$ cat config.mk
export PLATFORM = sky130hd
export DESIGN_NAME = dense_mask_to_sparse_rows_unit_flat
export DESIGN_NICKNAME = d
export VERILOG_FILES = /design/src/hdl/dmsr_pkg.sv /design/src/hdl/dmsr_in_if.sv /design/src/hdl/dmsr_out_if.sv /design/src/hdl/dmsr_cfg_if.sv /design/src/hdl/dmsr_col_scan.sv /design/src/hdl/dmsr_out_reg.sv /design/src/hdl/dense_mask_to_sparse_rows_unit.sv /design/src/flat_wrapper.sv
export SDC_FILE = /design/constraint.sdc
export NUM_CORES = 1
export LEC_CHECK = 0
export BUFFER_PORTS_ARGS = -buffer_cell sky130_fd_sc_hd__buf_4
export CORE_ASPECT_RATIO = 2
export CORE_MARGIN = 1
export CORE_UTILIZATION = 40
export CTS_CLUSTER_SIZE = 20
export DETAILED_ROUTE_END_ITERATION = 7
export MAX_ROUTING_LAYER = met4
export PLACE_DENSITY_LB_ADDON = 0.12
export SLEW_MARGIN = 10
export SYNTH_ARGS = -nofsm -noshare
export SYNTH_HDL_FRONTEND = slang
export SYNTH_SLANG_ARGS = --single-unit
$ cat constraint.sdc
create_clock -name clk -period 6.5 [get_ports clk]
set_input_delay 0.65 -clock clk [delete_from_list [all_inputs] [get_ports clk]]
set_output_delay 0.65 -clock clk [all_outputs]
set_load 0.05 [all_outputs]
$ cat src/hdl/dmsr_pkg.sv
// Shared types and constants for the dense mask to sparse rows converter.
// No dependencies; every other file of the block imports this package.
`timescale 1ns / 1ps
`default_nettype none

package dmsr_pkg;

  localparam int ROW_BITS = 32;   // width of one row mask
  localparam int IDX_W    = 5;    // column index bits
  localparam int CNT_W    = 6;    // counts up to ROW_BITS
  localparam int PORT_OFF_W = 16; // offset and total fields on the result port

  localparam logic [1:0] OP_CLEAR   = 2'd0;
  localparam logic [1:0] OP_MEASURE = 2'd1;
  localparam logic [1:0] OP_EMIT    = 2'd2;

  localparam logic REG_LAYOUT  = 1'b0;
  localparam logic REG_COLUMNS = 1'b1;

  localparam logic LAYOUT_CRS    = 1'b0;
  localparam logic LAYOUT_ITPACK = 1'b1;

  localparam logic [CNT_W-1:0] COLUMNS_RESET = 6'd32;
  localparam logic [CNT_W-1:0] NEG_ONE       = 6'h3F;

  typedef struct packed {
    logic load;     // take a new row and column limit, restart at column 0
    logic restart;  // rescan the held row from column 0
    logic step;     // advance one column
  } scan_ctl_t;

  typedef struct packed {
    logic             hit;   // current column is active
    logic             done;  // column limit reached
    logic [IDX_W-1:0] col;
  } scan_stat_t;

  typedef struct packed {
    logic [CNT_W-1:0]      col_index;
    logic [CNT_W-1:0]      row_count;
    logic [PORT_OFF_W-1:0] row_end_offset;
    logic [CNT_W-1:0]      max_width;
    logic [PORT_OFF_W-1:0] total_entries;
    logic                  last;
  } result_t;

endpackage

`default_nettype wire

$ cat src/hdl/dmsr_in_if.sv
// Row input channel: op code and row mask with valid/ready.
// Depends on dmsr_pkg for field widths.
`timescale 1ns / 1ps
`default_nettype none

interface dmsr_in_if;
  import dmsr_pkg::*;

  logic                valid;
  logic                ready;
  logic [1:0]          op;
  logic [ROW_BITS-1:0] row_mask;

  modport source (output valid, output op, output row_mask, input ready);
  modport sink   (input valid, input op, input row_mask, output ready);
endinterface

`default_nettype wire

$ cat src/hdl/dmsr_out_if.sv
// Result channel: one sparse entry or counter report per beat.
// Depends on dmsr_pkg for field widths.
`timescale 1ns / 1ps
`default_nettype none

interface dmsr_out_if;
  import dmsr_pkg::*;

  logic                  valid;
  logic                  ready;
  logic signed [CNT_W-1:0] col_index;
  logic [CNT_W-1:0]      row_count;
  logic [PORT_OFF_W-1:0] row_end_offset;
  logic [CNT_W-1:0]      max_width;
  logic [PORT_OFF_W-1:0] total_entries;
  logic                  last;

  modport source (output valid, output col_index, output row_count, output row_end_offset,
                  output max_width, output total_entries, output last, input ready);
  modport sink   (input valid, input col_index, input row_count, input row_end_offset,
                  input max_width, input total_entries, input last, output ready);
endinterface

`default_nettype wire

$ cat src/hdl/dmsr_cfg_if.sv
// Configuration write channel: register index and data with valid/ready.
// Depends on dmsr_pkg for the data width.
`timescale 1ns / 1ps
`default_nettype none

interface dmsr_cfg_if;
  import dmsr_pkg::*;

  logic             valid;
  logic             ready;
  logic             index;
  logic [CNT_W-1:0] data;

  modport source (output valid, output index, output data, input ready);
  modport sink   (input valid, input index, input data, output ready);
endinterface

`default_nettype wire

$ cat src/hdl/dmsr_col_scan.sv
// Column scanner: holds one row mask and walks its columns one per cycle while stepped.
// Shared by the count pass and the emit pass; depends on dmsr_pkg.
`timescale 1ns / 1ps
`default_nettype none

module dmsr_col_scan (
  input  wire                     clk,
  input  wire                     rst,
  input  wire dmsr_pkg::scan_ctl_t ctl,
  input  wire [dmsr_pkg::ROW_BITS-1:0] row,
  input  wire [dmsr_pkg::CNT_W-1:0]    lim,
  output dmsr_pkg::scan_stat_t    stat
);
  import dmsr_pkg::*;

  logic [ROW_BITS-1:0] row_q;
  logic [CNT_W-1:0]    lim_q;
  logic [CNT_W-1:0]    col;
  logic                done;

  always_ff @(posedge clk) begin
    if (ctl.load) begin
      row_q <= row;
    end
  end

  always_ff @(posedge clk) begin
    if (rst) begin
      col   <= '0;
      lim_q <= '0;
    end else if (ctl.load) begin
      col   <= '0;
      lim_q <= lim;
    end else if (ctl.restart) begin
      col <= '0;
    end else if (ctl.step) begin
      col <= col + CNT_W'(1);
    end
  end

  // col stops at lim_q, which never exceeds ROW_BITS
  assign done      = (col == lim_q);
  assign stat.done = done;
  assign stat.col  = col[IDX_W-1:0];
  assign stat.hit  = row_q[col[IDX_W-1:0]] & ~done;

endmodule

`default_nettype wire

$ cat src/hdl/dmsr_out_reg.sv
// Output register for the result channel; frees the sequencer from the sink.
// Depends on dmsr_pkg for the result type.
`timescale 1ns / 1ps
`default_nettype none

module dmsr_out_reg (
  input  wire                 clk,
  input  wire                 rst,
  input  wire                 load,
  input  wire dmsr_pkg::result_t data,
  output logic                free,
  dmsr_out_if.source          res_out
);
  import dmsr_pkg::*;

  logic    valid;
  result_t held;

  always_ff @(posedge clk) begin
    if (rst) begin
      valid <= 1'b0;
    end else if (load) begin
      valid <= 1'b1;
    end else if (res_out.ready) begin
      valid <= 1'b0;
    end
  end

  always_ff @(posedge clk) begin
    if (load) begin
      held <= data;
    end
  end

  // a new beat may be loaded when the slot is empty or drains this cycle
  assign free = ~valid | res_out.ready;

  assign res_out.valid          = valid;
  assign res_out.col_index      = held.col_index;
  assign res_out.row_count      = held.row_count;
  assign res_out.row_end_offset = held.row_end_offset;
  assign res_out.max_width      = held.max_width;
  assign res_out.total_entries  = held.total_entries;
  assign res_out.last           = held.last;

endmodule

`default_nettype wire

$ cat src/hdl/dense_mask_to_sparse_rows_unit.sv
// Dense mask to sparse rows converter. Takes one row mask per input beat and either
// clears the counters, measures the row (updates max width and total entries) or emits
// the row's active column indices in ascending order, in compressed-row form (each
// beat carries the running end offset) or itpack form (padded with -1 up to the
// measured width); a beat with the unused op code is dropped. One column scanner visits
// one column per cycle, a hit waiting until the output register is free, and examines
// only the columns in use (at most 32). A clear or a measure sends one report beat; an
// emit first counts the row, then scans it again and sends each active column up to
// the last one, or, when padding follows, scans every column and then sends the padding
// entries; an empty row with no padding sends one marker beat. The input is not ready
// until the item is done; the output register lets the last beat wait while the next
// item is taken. Depends on dmsr_pkg, the channel interfaces, dmsr_col_scan and
// dmsr_out_reg.
`timescale 1ns / 1ps
`default_nettype none

module dense_mask_to_sparse_rows_unit #(
  parameter int MAX_COLS     = 32,
  parameter int OFFSET_WIDTH = 16
) (
  input  wire         clk,
  input  wire         rst,
  dmsr_cfg_if.sink    cfg,
  dmsr_in_if.sink     row_in,
  dmsr_out_if.source  res_out
);
  import dmsr_pkg::*;

  localparam int COL_LIMIT = (MAX_COLS < ROW_BITS) ? MAX_COLS : ROW_BITS;
  localparam int OW = OFFSET_WIDTH;

  localparam logic [2:0] ST_IDLE  = 3'd0;
  localparam logic [2:0] ST_COUNT = 3'd1;
  localparam logic [2:0] ST_EMIT  = 3'd2;
  localparam logic [2:0] ST_PAD   = 3'd3;
  localparam logic [2:0] ST_SEND  = 3'd4;

  logic [2:0]       state, state_next;
  logic             layout_mode;
  logic [CNT_W-1:0] columns_in_use;
  logic [CNT_W-1:0] width_max, width_max_next;
  logic [OW-1:0]    entry_total, entry_total_next;
  logic [OW-1:0]    emit_offset, emit_offset_next;
  logic             op_emit, op_emit_next;
  logic [CNT_W-1:0] cnt, cnt_next;
  logic [CNT_W-1:0] k, k_next;
  logic [CNT_W-1:0] total, total_next;
  logic [OW-1:0]    off, off_next;
  result_t          single, single_next;

  scan_ctl_t        scan_ctl;
  scan_stat_t       scan;
  logic [CNT_W-1:0] lim;
  logic             slot_free;
  logic             out_load;
  result_t          out_data;

  logic [OW:0]      et_sum, eo_sum;
  logic [OW-1:0]    et_sat, eo_sat;
  logic             is_last;

  // -------------------------------------------------------------- configuration
  assign cfg.ready = 1'b1;

  always_ff @(posedge clk) begin
    if (rst) begin
      layout_mode    <= LAYOUT_CRS;
      columns_in_use <= COLUMNS_RESET;
    end else if (cfg.valid) begin
      unique case (cfg.index)
        REG_LAYOUT:  layout_mode    <= cfg.data[0];
        REG_COLUMNS: columns_in_use <= cfg.data;
      endcase
    end
  end

  assign lim = (columns_in_use > CNT_W'(COL_LIMIT)) ? CNT_W'(COL_LIMIT) : columns_in_use;

  // -------------------------------------------------------------- datapath
  dmsr_col_scan u_scan (
    .clk  (clk),
    .rst  (rst),
    .ctl  (scan_ctl),
    .row  (row_in.row_mask),
    .lim  (lim),
    .stat (scan)
  );

  dmsr_out_reg u_out (
    .clk     (clk),
    .rst     (rst),
    .load    (out_load),
    .data    (out_data),
    .free    (slot_free),
    .res_out (res_out)
  );

  // saturate at all ones: cnt is small, so overflow shows as the carry bit
  assign et_sum  = {1'b0, entry_total} + (OW+1)'(cnt);
  assign eo_sum  = {1'b0, emit_offset} + (OW+1)'(cnt);
  assign et_sat  = et_sum[OW] ? {OW{1'b1}} : et_sum[OW-1:0];
  assign eo_sat  = eo_sum[OW] ? {OW{1'b1}} : eo_sum[OW-1:0];
  assign is_last = ((k + CNT_W'(1)) == total);

  assign row_in.ready = (state == ST_IDLE);

  // -------------------------------------------------------------- sequencer
  always_comb begin
    logic [OW-1:0]    off_v;
    logic [CNT_W-1:0] tot_v;

    state_next       = state;
    width_max_next   = width_max;
    entry_total_next = entry_total;
    emit_offset_next = emit_offset;
    op_emit_next     = op_emit;
    cnt_next         = cnt;
    k_next           = k;
    total_next       = total;
    off_next         = off;
    single_next      = single;
    scan_ctl         = '0;
    out_load         = 1'b0;
    out_data         = single;
    off_v            = '0;
    tot_v            = cnt;

    unique case (state)
      ST_IDLE: begin
        if (row_in.valid) begin
          unique case (row_in.op)
            OP_CLEAR: begin
              width_max_next   = '0;
              entry_total_next = '0;
              emit_offset_next = '0;
              single_next.col_index      = NEG_ONE;
              single_next.row_count      = '0;
              single_next.row_end_offset = '0;
              single_next.max_width      = '0;
              single_next.total_entries  = '0;
              single_next.last           = 1'b1;
              state_next = ST_SEND;
            end
            OP_MEASURE, OP_EMIT: begin
              scan_ctl.load = 1'b1;
              cnt_next      = '0;
              op_emit_next  = (row_in.op == OP_EMIT);
              state_next    = ST_COUNT;
            end
            default: ;  // unused op: drop the beat
          endcase
        end
      end

      ST_COUNT: begin
        if (!scan.done) begin
          cnt_next      = cnt + CNT_W'(scan.hit);
          scan_ctl.step = 1'b1;
        end else if (!op_emit) begin
          width_max_next   = (cnt > width_max) ? cnt : width_max;
          entry_total_next = et_sat;
          single_next.col_index      = NEG_ONE;
          single_next.row_count      = cnt;
          single_next.row_end_offset = PORT_OFF_W'(emit_offset);
          single_next.max_width      = width_max_next;
          single_next.total_entries  = PORT_OFF_W'(et_sat);
          single_next.last           = 1'b1;
          state_next = ST_SEND;
        end else begin
          if (layout_mode == LAYOUT_CRS) begin
            emit_offset_next = eo_sat;
            off_v            = eo_sat;
          end
          if (layout_mode == LAYOUT_ITPACK && width_max > cnt) begin
            tot_v = width_max;
          end
          off_next   = off_v;
          total_next = tot_v;
          k_next     = '0;
          if (tot_v == '0) begin
            // empty row: one marker beat
            single_next.col_index      = NEG_ONE;
            single_next.row_count      = '0;
            single_next.row_end_offset = PORT_OFF_W'(off_v);
            single_next.max_width      = width_max;
            single_next.total_entries  = PORT_OFF_W'(entry_total);
            single_next.last           = 1'b1;
            state_next = ST_SEND;
          end else begin
            scan_ctl.restart = 1'b1;
            state_next       = ST_EMIT;
          end
        end
      end

      ST_EMIT: begin
        out_data.col_index      = CNT_W'(scan.col);
        out_data.row_count      = cnt;
        out_data.row_end_offset = PORT_OFF_W'(off);
        out_data.max_width      = width_max;
        out_data.total_entries  = PORT_OFF_W'(entry_total);
        out_data.last           = is_last;
        if (scan.done) begin
          state_next = (k == total) ? ST_IDLE : ST_PAD;
        end else if (!scan.hit) begin
          scan_ctl.step = 1'b1;
        end else if (slot_free) begin
          out_load      = 1'b1;
          scan_ctl.step = 1'b1;
          k_next        = k + CNT_W'(1);
          if (is_last) begin
            state_next = ST_IDLE;
          end
        end
      end

      ST_PAD: begin
        out_data.col_index      = NEG_ONE;
        out_data.row_count      = cnt;
        out_data.row_end_offset = PORT_OFF_W'(off);
        out_data.max_width      = width_max;
        out_data.total_entries  = PORT_OFF_W'(entry_total);
        out_data.last           = is_last;
        if (slot_free) begin
          out_load = 1'b1;
          k_next   = k + CNT_W'(1);
          if (is_last) begin
            state_next = ST_IDLE;
          end
        end
      end

      ST_SEND: begin
        if (slot_free) begin
          out_load   = 1'b1;
          state_next = ST_IDLE;
        end
      end

      default: state_next = ST_IDLE;
    endcase
  end

  always_ff @(posedge clk) begin
    if (rst) begin
      state       <= ST_IDLE;
      width_max   <= '0;
      entry_total <= '0;
      emit_offset <= '0;
      op_emit     <= 1'b0;
      cnt         <= '0;
      k           <= '0;
      total       <= '0;
    end else begin
      state       <= state_next;
      width_max   <= width_max_next;
      entry_total <= entry_total_next;
      emit_offset <= emit_offset_next;
      op_emit     <= op_emit_next;
      cnt         <= cnt_next;
      k           <= k_next;
      total       <= total_next;
    end
  end

  always_ff @(posedge clk) begin
    off    <= off_next;
    single <= single_next;
  end

endmodule

`default_nettype wire

$ cat src/flat_wrapper.sv
// flat-port wrapper written by rule: the top's interface ports become plain ports
module dense_mask_to_sparse_rows_unit_flat import dmsr_pkg::*;
#(
  parameter int MAX_COLS     = 32,
  parameter int OFFSET_WIDTH = 16
)
  (clk, rst, cfg_valid, cfg_index, cfg_data, cfg_ready, row_in_valid, row_in_op, row_in_row_mask, row_in_ready, res_out_valid, res_out_col_index, res_out_row_count, res_out_row_end_offset, res_out_max_width, res_out_total_entries, res_out_last, res_out_ready);
  dmsr_cfg_if cfg_i ();
  dmsr_in_if row_in_i ();
  dmsr_out_if res_out_i ();
  input  wire clk;
  input  wire rst;
  input wire logic [$bits(cfg_i.valid)-1:0] cfg_valid;
  input wire logic [$bits(cfg_i.index)-1:0] cfg_index;
  input wire logic [$bits(cfg_i.data)-1:0] cfg_data;
  output wire logic [$bits(cfg_i.ready)-1:0] cfg_ready;
  input wire logic [$bits(row_in_i.valid)-1:0] row_in_valid;
  input wire logic [$bits(row_in_i.op)-1:0] row_in_op;
  input wire logic [$bits(row_in_i.row_mask)-1:0] row_in_row_mask;
  output wire logic [$bits(row_in_i.ready)-1:0] row_in_ready;
  output wire logic [$bits(res_out_i.valid)-1:0] res_out_valid;
  output wire logic [$bits(res_out_i.col_index)-1:0] res_out_col_index;
  output wire logic [$bits(res_out_i.row_count)-1:0] res_out_row_count;
  output wire logic [$bits(res_out_i.row_end_offset)-1:0] res_out_row_end_offset;
  output wire logic [$bits(res_out_i.max_width)-1:0] res_out_max_width;
  output wire logic [$bits(res_out_i.total_entries)-1:0] res_out_total_entries;
  output wire logic [$bits(res_out_i.last)-1:0] res_out_last;
  input wire logic [$bits(res_out_i.ready)-1:0] res_out_ready;
  assign cfg_i.valid = cfg_valid;
  assign cfg_i.index = cfg_index;
  assign cfg_i.data = cfg_data;
  assign cfg_ready = cfg_i.ready;
  assign row_in_i.valid = row_in_valid;
  assign row_in_i.op = row_in_op;
  assign row_in_i.row_mask = row_in_row_mask;
  assign row_in_ready = row_in_i.ready;
  assign res_out_valid = res_out_i.valid;
  assign res_out_col_index = res_out_i.col_index;
  assign res_out_row_count = res_out_i.row_count;
  assign res_out_row_end_offset = res_out_i.row_end_offset;
  assign res_out_max_width = res_out_i.max_width;
  assign res_out_total_entries = res_out_i.total_entries;
  assign res_out_last = res_out_i.last;
  assign res_out_i.ready = res_out_ready;
  dense_mask_to_sparse_rows_unit #(.MAX_COLS(MAX_COLS), .OFFSET_WIDTH(OFFSET_WIDTH)) u_core (.clk(clk), .rst(rst), .cfg(cfg_i), .row_in(row_in_i), .res_out(res_out_i));
endmodule
[Word level (Yosys, flattened, before mapping)]
Index checks and enable logic that the tools add are counted.
Cells by class
  add/sub/neg operators: 5
  $lt $le $gt $ge: 4
  equal/unequal tests: 23
  multiplexer cells: 71
  bitwise gates (word level): 5
  reductions and logical operators: 20
Operator list (count)
  2-to-1 mux 51 bit: 5
  one-hot mux 51 bit (2 select lines): 2
  2-to-1 mux 16 bit: 10
  2-to-1 mux 6 bit: 18
  one-hot mux 16 bit (2 select lines): 2
  adder 16 x 6 -> 17 bit: 2
  2-to-1 mux 3 bit: 9
  one-hot mux 6 bit (2 select lines): 2
  AND reduction 5 bit: 4
  == test 6 bit: 3
  one-hot mux 6 bit (3 select lines): 1
  2-to-1 mux 1 bit: 16
  one-hot mux 3 bit (5 select lines): 1
  adder 6 x 1 -> 6 bit, second input constant: 2
  greater-than comparator 6 bit: 2
  inequality test 2 bit, second input constant: 6
  inequality test 2 x 1 -> 1 bit, second input constant: 5
  adder 6 x 1 -> 6 bit: 1
  == test 3 x 2 -> 1 bit, second input constant: 2
  greater-than comparator 6 bit, second input constant: 1
  logical NOT 6 bit: 1
  < comparator 5 x 6 -> 1 bit, second input constant: 1
  one-hot mux 3 bit (2 select lines): 1
  AND reduction 3 bit: 2
  23 further kinds: 29
Storage, ports and cells
  register bits: 230
  bits of input ports: 46
  output and inout bits: 54
  logic and storage cells: 155

[Longest topological paths before layout]
  depth after elaboration: 12
  depth in mapped cells: 12
  mapped depth without buffers: 10

[By module]
Synthesis repeated with hierarchy kept, for this count alone.
Second synthesis, totals
  cell total of the unflattened synthesis: 1078
  area total of the unflattened synthesis: 10815.4 µm²
Modules (own cells, without submodules)
  dense_mask_to_sparse_rows_unit: instances 1, cells an instance 907, area an instance 7380.8 µm², sequential area each 3143.0 µm²
  dmsr_col_scan: instances 1, cells an instance 116, area an instance 1856.8 µm², sequential area each 1201.2 µm²
  dmsr_out_reg: instances 1, cells an instance 55, area an instance 1577.8 µm², sequential area each 1551.5 µm²

[Worst setup path after synthesis]
OpenSTA, ideal clock, no wires.
  path type: register to register
  start: register u_core.cnt[1]
  end: register u_core.single[10] (netlist name) (enable)
  library setup time: 0.472 ns
  data arrival time: 4.011 ns
  data required time: 6.028 ns
  path slack: 2.018 ns
  stages on the path, launching flop included: 8
  path buffers: 0
  period minus slack after synthesis: 4.482 ns
  cells stage by stage: dfxtp_1 > ha_1 > nor2b_1 > o21a_1 > o21bai_1 > nor4bb_1 > nor2_1 > a31oi_1
On the way
  cells in the longest elaborated chain, start to end: 9
Ends and longest elaborated chain
  start: declaration: RTL line dense_mask_to_sparse_rows_unit.sv:45  | logic [CNT_W-1:0] cnt, cnt_next;
  start signal: assignment: RTL line dense_mask_to_sparse_rows_unit.sv:260  | cnt <= cnt_next;
  greater-than comparator 6 bit: RTL line dense_mask_to_sparse_rows_unit.sv:174  | if (layout_mode == LAYOUT_ITPACK && width_max > cnt) begin
  logical AND 1 bit: RTL line dense_mask_to_sparse_rows_unit.sv:174
  2-to-1 mux 6 bit *: RTL line dense_mask_to_sparse_rows_unit.sv:174
  2-to-1 mux 6 bit *: RTL line dense_mask_to_sparse_rows_unit.sv:159  | end else if (!op_emit) begin
  2-to-1 mux 6 bit *: RTL line dense_mask_to_sparse_rows_unit.sv:156  | if (!scan.done) begin
  2-to-1 mux 6 bit *: RTL line dense_mask_to_sparse_rows_unit.sv:128  | unique case (state)
  logical NOT 6 bit *: RTL line dense_mask_to_sparse_rows_unit.sv:180  | if (tot_v == '0) begin
  inequality test 3 bit (no source line) *
  AND reduction 5 bit (no source line) *
  end signal: assignment: RTL line dense_mask_to_sparse_rows_unit.sv:268  | single <= single_next;
  end: declaration: RTL line dense_mask_to_sparse_rows_unit.sv:49  | result_t single, single_next;
Mark *: on every way between the ends. The rest lies on a longest branch, timed or not. The select of a mux whose other input is x is not followed.
A chain may end at the register's enable or synchronous reset.

[Worst setup path after layout]
  start: register u_core.cnt[1]
  end: register u_core.single[3] (netlist name) (enable)
The elaborated chain is that of the path after synthesis.

==> impl_metrics.json <==
{
  "worstReg2RegStart": "u_core.cnt[1]",
  "hold_viol_final": 0,
  "gp_congestion": 0.904,
  "synth_top_area_frac": 0.395,
  "drive_gt1_frac": 0.151,
  "arrival_ps": 3750,
  "routed_wl_um": 28400,
  "drv_slew": 0,
  "max_freq_ghz": 0.281,
  "cts_buffer_depth": 3,
  "grt_pass1_wl_um": 44500,
  "synth_warnings": 0,
  "avgSynthCellArea_um2": 9.99,
  "postCtsSetupBuffers": 0,
  "worstSetupPathType": "reg -> reg",
  "min_period_ps": 3560,
  "top_usage_layer": "met2",
  "routedWlPerCell_um": 18.7,
  "max_slew_margin": 0.312,
  "p_leak_nw": 4.67,
  "hold_start": "row_in_row_mask[27]",
  "drt_pass1_iterations": 4,
  "worst_pin_slew_ps": 1030,
  "port_buffers": 98,
  "post-route-period-util": 0.548,
  "place_ws_ps": 2950,
  "synth_top_area_cell": "edfxtp_1",
  "overflow": 0,
  "netlist_instances": 1088,
  "cts_repair_resize_count": 0,
  "h-tree-depth": 1,
  "synth_edf_count": 143,
  "rsz0062_at_grt": "no",
  "grt_max_degree": 63,
  "p_per_area_nw_per_um2": 247,
  "cts_tree": "done",
  "synth_flop_cell": "edfxtp_1",
  "finalSetupViolCount": 0,
  "dp_cells": 1482,
  "root_buffer": "clkbuf_16",
  "start_util": 0.405,
  "status": "finished clean",
  "via_per_inst": 5.47,
  "dp_hpwl_um": 19900,
  "path_clk_slew_ps": 60,
  "track_usage": 0.213,
  "holdCritPathClass": "in -> reg",
  "ir_worst_vdd_mv": 0.220,
  "clock_latency_ps": 530,
  "synth_nets": 1161,
  "grtUsageMet1": 0.200,
  "drc": 0,
  "seq_area_frac_synth": 0.543,
  "ys_types": 76,
  "vias": 8329,
  "use_met2": 0.409,
  "crit_start": "u_core.cnt[1]",
  "syn_to_final_growth_pct": 15.6,
  "cp_max_fo": 26,
  "ys_top_cells_by_count": "194 x nand2_1, 143 x edfxtp_1, 86 x nor2_1",
  "synth_area_um2": 10900,
  "antennaDiodeCount": 0,
  "finClkSkew_ps": 17.6,
  "ctsHoldBuffers": 0,
  "drv_cap": 0,
  "use_met3": 0.0218,
  "synth_area_leaders": "edfxtp_1 40%, dfxtp_1 15%, nand2_1 6.7%, a21oi_1 3.8%, nor2_1 3.0%",
  "clkSinkCount": 223,
  "async_flop_share": 0,
  "critical_path_required_ps": 6680,
  "synth-seq-cells": 223,
  "synth_most_common_cell": "nand2_1",
  "startpoint_type": "flip-flop",
  "die_w_um": 119,
  "antenna_found_initial": 0,
  "end_kind": "flip-flop",
  "ff2ff_setup_slack_ps": 2940,
  "cts_made_buffers": 22,
  "p_total_mw": 3.11,
  "setup_ws_ps": 2940,
  "row_count": 85,
  "dieArea_um2": 27900,
  "ios": 100,
  "stdcell_count": 1522,
  "core-area_um2": 26800,
  "drtAntennaViolNets": 0,
  "drt_iter0_markers": 419,
  "grt_pass1_vias": 8272,
  "tns_ps": 0,
  "die_h_um": 235,
  "layout.nets": 1231,
  "nFillCells": 2658
}
-- report_power, final --
part           internal (mW)  leakage [nW]  switching, mW
Clock                  0.697         0.343          0.555
Combinational         0.0761          2.32          0.195
Sequential              1.57          2.00         0.0169
-- layer usage --
layer,vias to the layer above,part of all wire
li1,4054,-
met1,4005,0.35
met2,180,0.57
met3,90,0.028
met4,0,0.054
met5,-,0
-- worst paths after layout --
kind	end	depth (start not counted)
worst min-delay path	u_core.u_scan.row_q[27]	1
worst min register to register	u_core.columns_in_use[2]	2
worst max-delay path	u_core.single[3]	8
worst max register to register	u_core.single[3]	8
-- flip-flops by register name, summed over array words and instances, names as in the netlist, 16 cells and up --
register                             count
u_core.single                           44
u_core.u_scan.row_q                     32
u_core.emit_offset                      16
u_core.entry_total                      16
u_core.off                              16
u_core.u_out.res_out.row_end_offset     16
u_core.u_out.res_out.total_entries      16
-- stage by stage --
step	instance area, µm²	util	hold WS [ps]
global route	12600	0.469	285
detailed placement	11900	0.443	456
global placement	11900	0.443	453
CTS	12600	0.469	272
finish	12600	0.469	295
floorplan	10900	-	436
-- cell families (layout without fill, tap and decap cells) --
logic type / count (synthesis) / after routing / share of synthesized area
other: 1 / 1 / 0.000345
buffers and inverters: 98 / 184 / 0.0379
AND/OR/NAND/NOR: 420 / 420 / 0.178
XOR/XNOR: 32 / 32 / 0.0258
flip-flops: 223 / 223 / 0.543
multiplexers: 31 / 31 / 0.0316
AO/OA/AOI/OAI: 256 / 256 / 0.152
adder cells (fa/ha/maj): 27 / 27 / 0.0325
-- worst max-delay path, cell delays in order (launching register included) --
cell and delay, ps:
dfxtp_1 590, ha_1 320, nor2b_1 130, o21a_1 160
o21bai_1 190, nor4bb_1 470, nor2_1 180, a31oi_4 680
buf_4 480
-- placed cells by master, fill, tap and decap left out, types with 5 or more instances in the layout --
cell / Yosys / routed
ha_1: 25 / 25
a31oi_1: 20 / 19
xnor2_1: 16 / 16
a22oi_1: 6 / 6
clkinv_2: 1 / 6
clkbuf_16: 0 / 24
o211ai_1: 5 / 5
o21a_1: 11 / 11
edfxtp_1: 143 / 143
inv_1: 35 / 35
or3_1: 5 / 5
buf_4: 3 / 108
and3_1: 14 / 14
dfxtp_1: 80 / 80
nor2b_1: 10 / 9
nand2b_1: 7 / 6
o21ai_0: 53 / 53
a21o_1: 12 / 12
nand3_1: 27 / 27
mux2i_1: 26 / 26
nand2_1: 194 / 194
a21oi_1: 82 / 82
nor2_1: 86 / 85
nand3b_1: 5 / 5
and2_1: 11 / 11
nand4_1: 7 / 7
nor3_1: 24 / 24
xor2_1: 16 / 16
clkbuf_1: 40 / 5
a211oi_1: 19 / 19
-- layout make-up --
class | instances | area, µm² | area share
Timing Repair Buffer | 108 | 811 | 0.0646
Clock inverter | 9 | 48.8 | 0.00389
Sequential cell | 223 | 5900 | 0.469
Tap cell | 348 | 435 | 0.0347
Inverter | 36 | 136 | 0.0109
Multi-Input combinational cell | 767 | 4590 | 0.365
Clock buffer | 31 | 647 | 0.0515
No activity file was read; power rests on OpenSTA's default activity.
